===== src/rtl/core/utf8_stream_decoder_defines.svh =====
// Assertion macros shared by the decoder RTL.
// Define ASSERT_OFF to compile every check away.
`ifndef UTF8_STREAM_DECODER_DEFINES_SVH
`define UTF8_STREAM_DECODER_DEFINES_SVH

`ifndef ASSERT_OFF

// Property must hold at every clock edge outside reset.
`define U8SD_ASSERT(lbl, clk, rst_n, prop, msg) \
	lbl: assert property (@(posedge clk) disable iff (!rst_n) prop) else $error(msg);

// Condition must never be true outside reset.
`define U8SD_ASSERT_NEVER(lbl, clk, rst_n, cond, msg) \
	lbl: assert property (@(posedge clk) disable iff (!rst_n) !(cond)) else $error(msg);

`else

`define U8SD_ASSERT(lbl, clk, rst_n, prop, msg)
`define U8SD_ASSERT_NEVER(lbl, clk, rst_n, cond, msg)

`endif

`endif


===== src/rtl/core/u8sd_pkg.sv =====
package u8sd_pkg;

	localparam int unsigned BYTE_W    = 8;
	localparam int unsigned CP_W      = 26;
	localparam int unsigned PEND_W    = 3;
	localparam int unsigned CONT_BITS = 6;

	// Continuation bytes still expected after each kind of lead
	localparam logic [PEND_W-1:0] PEND_NONE  = 3'd0;
	localparam logic [PEND_W-1:0] PEND_TWO   = 3'd1;
	localparam logic [PEND_W-1:0] PEND_THREE = 3'd2;
	localparam logic [PEND_W-1:0] PEND_FOUR  = 3'd3;
	localparam logic [PEND_W-1:0] PEND_FIVE  = 3'd4;

	// Lead byte ranges
	localparam logic [BYTE_W-1:0] ASCII_LAST = 8'h7F;
	localparam logic [BYTE_W-1:0] LEAD2_LO   = 8'hC0;
	localparam logic [BYTE_W-1:0] LEAD2_HI   = 8'hDF;
	localparam logic [BYTE_W-1:0] LEAD3_LO   = 8'hE0;
	localparam logic [BYTE_W-1:0] LEAD3_HI   = 8'hEF;
	localparam logic [BYTE_W-1:0] LEAD4_LO   = 8'hF0;
	localparam logic [BYTE_W-1:0] LEAD4_HI   = 8'hF7;

	typedef struct packed {
		logic [BYTE_W-1:0] byte_in;
		logic              end_of_text;
	} u8sd_item_t;

	typedef struct packed {
		logic            valid;
		logic [CP_W-1:0] code_point;
		logic            final_char;
		logic            truncated;
	} u8sd_result_t;

	typedef struct packed {
		logic [PEND_W-1:0] pending;
		logic              open_seq;
	} u8sd_status_t;

endpackage


===== src/rtl/core/u8sd_decode.sv =====
module u8sd_decode
	import u8sd_pkg::*;
(
	input  logic          clk,
	input  logic          arst_n,
	input  u8sd_item_t    item_s1,
	input  logic          valid_s1,
	input  logic          fire,
	output u8sd_result_t  res,
	output u8sd_status_t  status
);

	logic [CP_W-1:0]   acc_q;
	logic [PEND_W-1:0] pend_q;
	logic [CP_W-1:0]   acc_d;
	logic [PEND_W-1:0] pend_d;
	logic              done;

	// Fold one byte into the open sequence or start a new one
	always_comb begin
		logic [BYTE_W-1:0] b;
		b      = item_s1.byte_in;
		acc_d  = acc_q;
		pend_d = pend_q;
		done   = 1'b0;
		if (pend_q != PEND_NONE) begin
			acc_d  = {acc_q[CP_W-CONT_BITS-1:0], b[CONT_BITS-1:0]};
			pend_d = pend_q - PEND_TWO;
			done   = (pend_d == PEND_NONE);
		end else if (b inside {[8'h00:ASCII_LAST]}) begin
			acc_d = {{(CP_W-BYTE_W){1'b0}}, b};
			done  = 1'b1;
		end else if (b inside {[LEAD2_LO:LEAD2_HI]}) begin
			acc_d  = {{(CP_W-5){1'b0}}, b[4:0]};
			pend_d = PEND_TWO;
		end else if (b inside {[LEAD3_LO:LEAD3_HI]}) begin
			acc_d  = {{(CP_W-4){1'b0}}, b[3:0]};
			pend_d = PEND_THREE;
		end else if (b inside {[LEAD4_LO:LEAD4_HI]}) begin
			acc_d  = {{(CP_W-3){1'b0}}, b[2:0]};
			pend_d = PEND_FOUR;
		end else begin
			// Stray continuation or 0xF8..0xFF: five-byte lead
			acc_d  = {{(CP_W-2){1'b0}}, b[1:0]};
			pend_d = PEND_FIVE;
		end
	end

	assign res.valid      = valid_s1 && (done || item_s1.end_of_text);
	assign res.code_point = acc_d;
	assign res.final_char = item_s1.end_of_text;
	assign res.truncated  = item_s1.end_of_text && !done;

	assign status.pending  = pend_q;
	assign status.open_seq = (pend_q != PEND_NONE);

	// Advance state; drop it back to empty whenever a result leaves
	always_ff @(posedge clk or negedge arst_n) begin
		if (!arst_n) begin
			acc_q  <= '0;
			pend_q <= PEND_NONE;
		end else if (fire) begin
			if (done || item_s1.end_of_text) begin
				acc_q  <= '0;
				pend_q <= PEND_NONE;
			end else begin
				acc_q  <= acc_d;
				pend_q <= pend_d;
			end
		end
	end

endmodule


===== config.mk =====
export PLATFORM = sky130hd
export DESIGN_NAME = u8sd_decode
export DESIGN_NICKNAME = d
export VERILOG_FILES = /design/src/rtl/core/utf8_stream_decoder_defines.svh /design/src/rtl/core/u8sd_pkg.sv /design/src/rtl/core/u8sd_decode.sv
export SDC_FILE = /design/constraint.sdc
export NUM_CORES = 1
export LEC_CHECK = 0
export ABC_AREA = 1
export BUFFER_PORTS_ARGS = -buffer_cell sky130_fd_sc_hd__clkbuf_2
export CAP_MARGIN = 20
export CORE_MARGIN = 2
export CORE_UTILIZATION = 57
export CTS_BUF_LIST = sky130_fd_sc_hd__clkbuf_8
export CTS_CLUSTER_DIAMETER = 200
export CTS_CLUSTER_SIZE = 40
export DETAILED_ROUTE_END_ITERATION = 10
export PLACE_DENSITY = 0.86
export SYNTH_ARGS = -nofsm -noshare
export SYNTH_HDL_FRONTEND = slang
export SYNTH_SLANG_ARGS = --single-unit

===== constraint.sdc =====
create_clock -name clk -period 3.7 [get_ports clk]
set_input_delay 0.185 -clock clk [delete_from_list [all_inputs] [get_ports clk]]
set_output_delay 0.185 -clock clk [all_outputs]
set_load 0.005 [all_outputs]

==> summary.txt, run 1 <==
Synth
  • Post-synth top area cell: dfrtp_1
  • Largest family of logic cells by synthesized area: simple AND/OR/NAND/NOR gates
  • Synth Cell Area: ~1500 sq um
  • Post-Syn Instances: roughly 190
  • Most used DFF post-synth: dfrtp_1
  • Synth unique cells: 19
  • Compound-Gate Fraction of Synth Area: 0.188
  • Largest cells by area after synthesis: dfrtp_1 (39%), o21bai_2 (15%), inv_1 (12%), nor2_1 (11%), nand2_1 (5.1%)
  • Post-synthesis mux area share: 0
  • XOR/XNOR Fraction of Synth Area: 0
  • Top cells by count, synth: inv_1 (47), nor2_1 (44), dfrtp_1 (23)
  • Adder-Cell Fraction of Synth Area: 0.0256
  • Yosys reg bits: 23
  • Top cell type's share of synthesized area: 0.392
  • Post-synthesis simple-gate area fraction: 0.215
  • Ys Warns: 0
  • Top-count cell post-synth: inv_1
  • Syn_nets: around 200
  • Synthesized area per cell: 7.89 sq um
  • EDFF count, synth: 0
  • Register area share after synthesis: 0.392
  • Ys async rst share: 1.00

STA
  • Final min period: 1.93 ns
  • Hold Fails Final Rpt: 0
  • Peak Freq: 0.518 GHz
  • Final period util: 0.522
  • Clk_skew: 0.00344 ns
  • Final Slew Violations: 0
  • Setup_tns: 0 ns
  • RSZ-0062 raised after global routing: no
  • Worst-margin pin slew: approximately 0.58 ns
  • # setup viols final: 0
  • Worst relative slew slack: 0.610

Die
  • CORE AREA: 2450 sq um
  • DIE WIDTH: 54.7 microns
  • # IOs: 46
  • Rows: 18
  • Starting Density: 0.598
  • DIE AREA: 3000 sq um
  • Die H: 54.7 microns

Setup path
  • Crit path max-delay cell type: dfrtp_1
  • Crit end category: output pin
  • Worst Reg-to-Reg Cells: 6
  • Reg2reg end: acc_q[9]$_DFFE_PN0P_
  • CP top delay family: flip-flops
  • RR Startpoint: pend_q[1]$_DFFE_PN0P_
  • Critical Path Start Type: register
  • Critical setup path kind: reg -> out
  • Buf+Inv Stages, Crit Path: 3
  • Crit. path cell count: 6
  • CP dominant cell by count: inv_1
  • Worst-path fanout max: 4
  • Worst Path Required: 3.51 ns
  • Worst reg-to-reg setup slack: between 1.5 and 2 ns
  • Crit-path cells: inv_1, ha_1, nand3_1, o21ai_0, inv_1, clkbuf_2
  • Worst Setup EP: res[6]
  • Worst Setup SP: pend_q[1]$_DFFE_PN0P_
  • Max stage delay on crit path: 0.40 ns
  • Critical path arrival: 1.75 ns

Clock network
  • CTS tree: built
  • Clock transition at path regs: ~0.080 ns
  • Clock latency on the worst-skew pair: between 0.2 and 0.3 ns
  • Clock sinks: 23
  • CTS Buffer Depth: 2
  • Max H-tree Level: 1
  • TritonCTS Buffers: 3
  • CTS root buffer: clkbuf_8

Pwr
  • Worst VDD drop: 483 uV
  • Power Dens Cells: 546 nW/um^2
  • Static leakage: 0.000984 uW

Global route
  • First-pass GRT wire length: 4.95 mm
  • Antenna violations before repair: 0
  • Largest net degree at the start of global routing: 25
  • Total gr overflow: 0
  • Vias in the first global route: between 1000 and 1500
  • GRT Util Overall: 0.229

Route
  • Wire per inst: 11.5 microns
  • Initial DRC count: 10
  • First-pass detailed-route iteration total: 4
  • Final wirelength: 2.95 mm
  • Antenna viol nets, final: 0
  • Via count: 1255
  • Post-route DRC: 0
  • Detail-routed via count per cell: between 4 and 5

Finish
  • Share of layout cells above drive strength 1: 0.339
  • Inserted Diodes: 0
  • Fin nets: 244
  • Fillers: between 200 and 250
  • Finished Layout Cells: 257
  • Area Overhead vs Synth: 16.5%

Placed design
  • GP Congestion: roughly 0.8
  • Dpl cells: 252
  • Final HPWL DP: 2.18 mm
  • Port Buffer Count: 45

Run
  • Max-cap violations: 0

Hold path
  • HP Class: in -> reg

Status
  • Outcome: completed
[per-layer routing]
metal | track usage | share of wire | vias to the layer above
met4 | 0.0667 | 0.0034 | 0
met5 | 0 | 0 | -
li1 | - | - | 622
met3 | 0.0355 | 0.047 | 2
met1 | 0.296 | 0.43 | 596
met2 | 0.393 | 0.52 | 35
[through the flow]
step                      utilization  setup WS [ns]  power (uW)  cell area, sq um  hold slack [ns]
after floorplan                     -           2.29         694              1470           -0.111
after global placement          0.674           1.99         782              1660            0.201
after detailed placement        0.674           1.91         789              1660            0.207
after CTS                       0.697           1.74         945              1710            0.160
after global routing            0.697           1.66        1020              1710            0.156
final                           0.697           1.77         934              1710            0.163
[repair_timing]
item                                    in CTS  in global routing
hold endpoints to repair                    23                  0
endpoints found under the setup margin       0                  0
hold buffers                                 1                  0
setup buffers                                0                  0
resized for setup                            0                  0
[power by group]
group	leakage (uW)	total [uW]	switching (uW)	internal (uW)
logic	0.000642	472	311	161
clock network	0.0000269	153	79.1	74.1
registers	0.000315	310	20.8	289
[sequential cells by signal, indices dropped and copies added, names as in the netlist]
signal,flops
acc_q,20
pend_q,3
[layout make-up]
class                           count  area (sq um)  area share
Clock inverter                      1          3.75     0.00219
Clock buffer                        3          41.3      0.0241
Timing Repair Buffer               46           235       0.138
Multi-Input combinational cell    104           629       0.368
Tap cell                           30          37.5      0.0219
Sequential cell                    23           576       0.337
Inverter                           50           188       0.110
[kinds of logic after synthesis]
family / Yosys count
AO/OA/AOI/OAI: 28
flip-flops: 23
buffers and inverters: 59
adder cells (fa/ha/maj): 3
AND/OR/NAND/NOR: 73
[layout by cell type, fill, tap and decap left out]
master / synthesis / layout
o21ai_0: 3 / 3
nand2_1: 20 / 20
nand3b_1: 1 / 1
clkbuf_2: 0 / 45
nand4_4: 1 / 1
o21bai_1: 3 / 3
a31oi_1: 1 / 1
clkbuf_8: 0 / 3
o21bai_2: 20 / 20
dlygate4sd3_1: 0 / 1
nand3_1: 2 / 2
inv_2: 3 / 3
inv_1: 47 / 48
a22oi_1: 1 / 1
nor2_1: 44 / 44
ha_1: 3 / 3
dfrtp_1: 23 / 23
nand2_4: 1 / 1
nor2_2: 4 / 4
[worst min-delay path, delay by kind of cell]
family | cells | cell delay (ns)
AO/OA/AOI/OAI | 1 | 0.06
buffers and inverters | 2 | 0.14
[how the worst min path moves through the flow]
stage	from	end	slack (ns)	cells after the start
after CTS	item_s1[2]	acc_q[1]$_DFFE_PN0P_	0.16	3
final	item_s1[2]	acc_q[1]$_DFFE_PN0P_	0.16	3
after global routing	item_s1[2]	acc_q[1]$_DFFE_PN0P_	0.16	3
after detailed placement	arst_n	acc_q[18]$_DFFE_PN0P_	0.21	1
after floorplan	arst_n	acc_q[0]$_DFFE_PN0P_	-0.11	0
after global placement	arst_n	acc_q[18]$_DFFE_PN0P_	0.20	1
(Power assumes the default switching activity.)
==> inputs of run 2 (changes only) <==
ABC_AREA = 0   (was 1)
CORE_UTILIZATION = 51   (was 57)
PLACE_DENSITY = 0.8   (was 0.86)
clock period = 1.9 ns   (was 3.7 ns; I/O delays follow)
==> run 2 against run 1 <==
Effect of this change:
- the flow now finishes with violations (setup timing)
- combinational power grew to 2.7 times the previous value
- worst hold slack worse by 0.11 ns
- power is 140% higher
- clock skew is 0.0012 ns lower
- global-route usage is 0.40 points higher
- via count is 2.4% lower
==> summary.txt, run 2 <==
Global route
  • GRT Util Overall: 0.233
  • Vias in the first global route: 1122
  • First-pass GRT wire length: 5.00 mm
  • Total gr overflow: 0
  • Antenna violations before repair: 0
  • Largest net degree at the start of global routing: 24

STA
  • # setup viols final: 4
  • Worst relative slew slack: 0.627
  • Final period util: 1.03
  • RSZ-0062 raised after global routing: yes
  • Hold Fails Final Rpt: 0
  • Final Slew Violations: 0
  • Post-route setup slack: -0.0589 ns
  • Final min period: 1.96 ns
  • Peak Freq: ~0.5 GHz
  • Clk_skew: 0.00228 ns
  • Worst-margin pin slew: 0.559 ns

Setup path
  • Crit-path cells: inv_4, ha_4, and3_4, or4_4, and2_4, clkbuf_2
  • Worst Reg-to-Reg Cells: 7
  • Max stage delay on crit path: 0.49 ns
  • Worst-path fanout max: 3
  • Worst Path Required: 1.80 ns
  • Crit. path cell count: 6
  • Crit end category: output pin
  • Critical path arrival: 1.86 ns
  • Buf+Inv Stages, Crit Path: 2
  • Critical Path Start Type: register
  • Crit path max-delay cell type: or4_4
  • Critical setup path kind: reg -> out
  • CP top delay family: simple AND/OR/NAND/NOR gates

Finish
  • Area of the multi-input gates: between 700 and 800 sq um
  • Top flop regs: acc_q: 20 flops, pend_q: 3 flops
  • Inserted Diodes: 0
  • Biggest register: acc_q
  • Share of layout cells above drive strength 1: 0.489
  • Fin util: 0.734
  • Commonest non-fill, non-tap cell in the layout: clkbuf_2
  • Max reg flops: 20
  • Finished Layout Cells: about 210
  • Fin nets: 199
  • FF/Latch Area: 577 sq um
  • Most frequent cells in the layout: clkbuf_2 (45), dfrtp_1 (22), and2_1 (18), buf_4 (17), a22o_1 (13)
  • Fillers: 183
  • Area Overhead vs Synth: 37.6%

Synth
  • Largest cells by area after synthesis: dfrtp_1 (44%), and2_1 (9.2%), a22o_1 (8.8%), o2bb2ai_1 (3.4%), ha_1 (2.9%)
  • Post-synth top area cell: dfrtp_1
  • Yosys reg bits: 23
  • Synth Cell Area: 1300 sq um
  • Post-Syn Instances: 126
  • Syn_nets: 142
  • Ys Warns: 0
  • Most used DFF post-synth: dfrtp_1
  • Synthesized area per cell: between 10 and 15 sq um
  • Top-count cell post-synth: dfrtp_1
  • Top cell type's share of synthesized area: 0.444
  • Top cells by count, synth: dfrtp_1 (23), and2_1 (19), a22o_1 (13)
  • EDFF count, synth: 0
  • Register area share after synthesis: 0.444
  • Ys async rst share: 1.00
  • Synth unique cells: 36

Clock network
  • Clock sinks: 23
  • CTS tree: built
  • Clock latency on the worst-skew pair: ~0.26 ns
  • CTS Buffer Depth: 2
  • CTS root buffer: clkbuf_8
  • Max H-tree Level: 1
  • Clock transition at path regs: 0.08 ns
  • TritonCTS Buffers: 3

Die
  • DIE AREA: 2960 sq um
  • CORE AREA: 2430 sq um
  • Die H: between 50 and 60 microns
  • Starting Density: 0.533
  • DIE WIDTH: 54.4 microns
  • # IOs: 46
  • Rows: 18

Route
  • Initial DRC count: 35
  • First-pass detailed-route iteration total: 4
  • Detail-routed via count per cell: 5.78
  • Wire per inst: 16.5 microns
  • Final wirelength: roughly 3.5 mm
  • Via count: around 1200
  • Post-route DRC: 0
  • Antenna viol nets, final: 0

Status
  • Failing checks: setup timing
  • Outcome: complete, but fails checks

Placed design
  • GP Congestion: 0.792
  • Final HPWL DP: 2.26 mm
  • Dpl cells: 198
  • Port Buffer Count: 45

Pwr
  • PnR Total Power: 2230 uW
  • Power Dens Cells: 1250 nW/um^2
  • Static leakage: 0.000885 uW
  • Worst VDD drop: 971 uV

Hold path
  • HP Class: in -> reg
  • Hold depth: 3

Run
  • Max-cap violations: 0
[run 2: cell count changes in the layout (fill, tap and decap cells not counted), sizes merged, moves of 13 or more]
cell,delta
o21bai,-23
nor2,-43
nand2,-13
inv,-45
and2,+19
a22o,+13
buf,+17
[run 2: final timing paths]
check                                   endpoint  slack [ns]                  start
max                                      res[28]       -0.06  pend_q[0]$_DFFE_PN0P_
min                         acc_q[1]$_DFFE_PN0P_        0.06             item_s1[2]
max reg2reg                pend_q[2]$_DFFE_PN0P_       -0.02  pend_q[0]$_DFFE_PN0P_
min reg2reg                acc_q[18]$_DFFE_PN0P_        0.51  acc_q[18]$_DFFE_PN0P_
max in group asynchronous  pend_q[0]$_DFFE_PN0P_        1.16                 arst_n
min in group asynchronous  acc_q[10]$_DFFE_PN0P_        0.34                 arst_n
[run 2: kinds of logic after synthesis]
group / synth area share
AND/OR/NAND/NOR: 0.204
AO/OA/AOI/OAI: 0.228
flip-flops: 0.444
buffers and inverters: 0.0801
adder cells (fa/ha/maj): 0.0290
XOR/XNOR: 0.00676
multiplexers: 0.00869
[run 2: worst reg2reg max path, stage by stage (launching register included)]
cell and delay (ns):
dfrtp_2 0.43, inv_4 0.07, ha_4 0.18, and3_4 0.17, or4_4 0.49, buf_4 0.17, buf_4 0.17, o2bb2ai_1 0.15
[run 2: power breakdown]
part / switching [uW] / total [uW] / internal (uW)
sequential: 91.7 / 663 / 572
clock: 162 / 309 / 147
combinational: 638 / 1260 / 617
[run 2: repair_timing]
action | CTS | global route
hold endpoints to repair | 23 | 0
setup buffers | 6 | 4
gates resized for setup | 5 | 16
pin swaps | 3 | 2
endpoints found under the setup margin | 2 | 43
hold buffers | 1 | 0
[run 2: routing by layer]
metal,global-route usage,up-vias,share of wire
met5,0,-,0
met4,0.0917,0,0.017
met3,0.0464,11,0.053
met2,0.384,53,0.51
met1,0.301,600,0.42
li1,-,561,-
[run 2: area by class of cell]
class                      instances  area share
timing repair buffer              63       0.203
tap                               30      0.0210
inverter                           7      0.0189
multi-input combinational         85       0.407
sequential                        23       0.323
clock inverter                     1     0.00281
clock buffer                       3      0.0231
[run 2: through the flow]
stage | area, sq um | hold slack [ns] | worst slack, ns | setup TNS [ns]
finish | 1780 | 0.0578 | -0.0589 | -0.110
global route | 1780 | 0.0699 | -0.125 | -0.679
CTS | 1670 | 0.0586 | -0.0474 | -0.0474
detailed placement | 1550 | 0.114 | 0.0270 | 0
global placement | 1550 | 0.0998 | 0.0754 | 0
floorplan | 1300 | -0.201 | 0.0367 | 0
==> inputs of run 3 (changes only) <==
CORE_UTILIZATION = 49   (was 51)
CTS_BUF_LIST = unset   (was sky130_fd_sc_hd__clkbuf_8)
PLACE_DENSITY = 0.77   (was 0.8)
==> run 3 against run 2 <==
Effect of this change:
- clock skew up 0.0068 ns
- critical path depth did not move
- final area rose by 2.2%
- highest routed layer unchanged
- the run still ends with setup timing left
- sequential power shrank 2%
- wire length increased by 0.66%
- largest cell class unchanged
- utilization decreased by 0.43 points
- register-to-register slack got worse by 0.09 ns
- first-iteration DRC count increased by 2.9%
- combinational power is 8% higher
- via count shrank 0.41%
- count of clock-buffer cells in the layout grew 1
- critical endpoint unchanged
==> summary.txt, run 3 (same netlist as run 2, synthesis figures left out) <==
Status
  • Outcome: complete, but fails checks
  • Failing checks: setup timing

Pwr
  • Worst VDD drop: 1060 uV
  • Static leakage: 0.000907 uW
  • Power Dens Cells: about 1200 nW/um^2

Clock network
  • Max H-tree Level: 1
  • CTS root buffer: clkbuf_4
  • Clock sinks: 23
  • Clock latency on the worst-skew pair: 0.32 ns
  • CTS tree: built
  • CTS Buffer Depth: 2
  • TritonCTS Buffers: 3
  • Clock transition at path regs: around 0.13 ns

Setup path
  • RR Startpoint: pend_q[1]$_DFFE_PN0P_
  • Critical setup path kind: reg -> out
  • Worst Reg-to-Reg Cells: 8
  • Worst Setup SP: pend_q[1]$_DFFE_PN0P_
  • Crit end category: output pin
  • Worst Setup EP: res[28]
  • Worst Path Required: 1.80 ns
  • Worst reg-to-reg setup slack: -0.11 ns
  • Critical Path Start Type: register
  • Worst-path fanout max: 3
  • Reg2reg end: acc_q[1]$_DFFE_PN0P_
  • Critical path arrival: 1.94 ns

Die
  • # IOs: 46
  • Die H: 55.4 microns
  • DIE AREA: 3070 sq um
  • CORE AREA: 2500 sq um
  • Rows: 18
  • Starting Density: 0.519
  • DIE WIDTH: 55.4 microns

Route
  • Wire per inst: about 16 microns
  • Post-route DRC: 0
  • Via count: 1220
  • Antenna viol nets, final: 0
  • Initial DRC count: 36
  • First-pass detailed-route iteration total: 4
  • Detail-routed via count per cell: 5.60
  • Final wirelength: 3.53 mm

Global route
  • First-pass GRT wire length: 5.20 mm
  • Vias in the first global route: 1137
  • Total gr overflow: 0
  • Antenna violations before repair: 0
  • Largest net degree at the start of global routing: 24
  • GRT Util Overall: 0.211

Finish
  • Share of layout cells above drive strength 1: 0.489
  • Most frequent cells in the layout: clkbuf_2 (45), dfrtp_1 (23), and2_1 (18), buf_4 (18), a22o_1 (13)
  • Max reg flops: 20
  • Fin util: 0.729
  • Area Overhead vs Synth: 40.6%
  • Biggest register: acc_q
  • Commonest non-fill, non-tap cell in the layout: clkbuf_2
  • Fin nets: 205
  • Top flop regs: acc_q: 20 flops, pend_q: 3 flops
  • Inserted Diodes: 0

STA
  • Hold Fails Final Rpt: 0
  • Post-route setup slack: -0.137 ns
  • Worst-margin pin slew: 0.570 ns
  • RSZ-0062 raised after global routing: yes
  • Final period util: 1.07
  • # setup viols final: 9
  • Setup_tns: -0.808 ns
  • Clk_skew: 0.00908 ns
  • Worst relative slew slack: 0.620
  • Peak Freq: 0.491 GHz
  • Final min period: 2.04 ns
  • Final Slew Violations: 0

Placed design
  • Final HPWL DP: 2.22 mm
  • Port Buffer Count: 45
  • GP Congestion: about 0.87

Run
  • Max-cap violations: 0

Hold path
  • HP Class: in -> reg
-- run 3: changes by cell type in the layout (fill, tap and decap cells not counted), sizes merged --
cell	before	now
buf	17	21
clkinv	2	1
clkbuf	48	49
dlygate4sd3	1	3
-- run 3: what timing repair did --
| item | CTS | global route |
|---|---|---|
| hold endpoints to repair | 24 | 1 |
| hold buffers | 2 | 1 |
| pin swaps | 3 | 2 |
| resized for setup | 8 | 20 |
| gates cloned | 0 | 1 |
| setup buffers | 4 | 4 |
| setup endpoints to repair | 9 | 30 |
-- run 3: where the power goes --
part	internal (uW)	switching, uW	leakage, uW
registers	569	81.1	0.000313
clock network	82.2	146	0.0000150
logic	687	674	0.000579
-- run 3: metrics by stage --
step / setup WS (ns) / instances / power, uW / hold slack (ns) / cell area, sq um
after detailed placement: -0.00387 / 203 / 1630 / 0.111 / 1590
after floorplan: 0.0367 / 126 / 1260 / -0.201 / 1300
after CTS: -0.127 / 213 / 1990 / 0.0140 / 1690
after global routing: -0.214 / 218 / 2400 / 0.108 / 1820
after global placement: 0.0457 / 203 / 1610 / 0.104 / 1590
final: -0.137 / 218 / 2240 / 0.103 / 1820
-- run 3: critical path, stage by stage, from the launching register on --
cell	delay (ns)
dfrtp_1	0.38
inv_2	0.08
ha_2	0.21
nor4b_4	0.15
or4_4	0.55
and2_4	0.15
clkbuf_2	0.10
-- run 3: worst min path at each step --
stage / cells past startpoint / endpoint / slack (ns) / from
detailed placement: 1 / acc_q[16]$_DFFE_PN0P_ / 0.11 / arst_n
global placement: 1 / acc_q[2]$_DFFE_PN0P_ / 0.10 / arst_n
global route: 3 / acc_q[3]$_DFFE_PN0P_ / 0.11 / item_s1[4]
finish: 3 / acc_q[3]$_DFFE_PN0P_ / 0.10 / item_s1[4]
floorplan: 0 / acc_q[0]$_DFFE_PN0P_ / -0.20 / arst_n
CTS: 3 / acc_q[0]$_DFFE_PN0P_ / 0.01 / item_s1[1]
-- run 3: final cells by class --
class | count | area [sq um]
multi-input combinational | 85 | 728
fill | 183 | 677
sequential | 23 | 576
timing repair buffer | 69 | 424
tap | 30 | 37.5
inverter | 7 | 31.3
clock buffer | 4 | 26.3
-- run 3: metal layers --
metal,GRT usage,share of wire,vias to the layer above
li1,-,-,573
met1,0.279,0.40,590
met2,0.352,0.51,49
met3,0.0468,0.066,8
met4,0.0523,0.023,0
met5,0,0,-
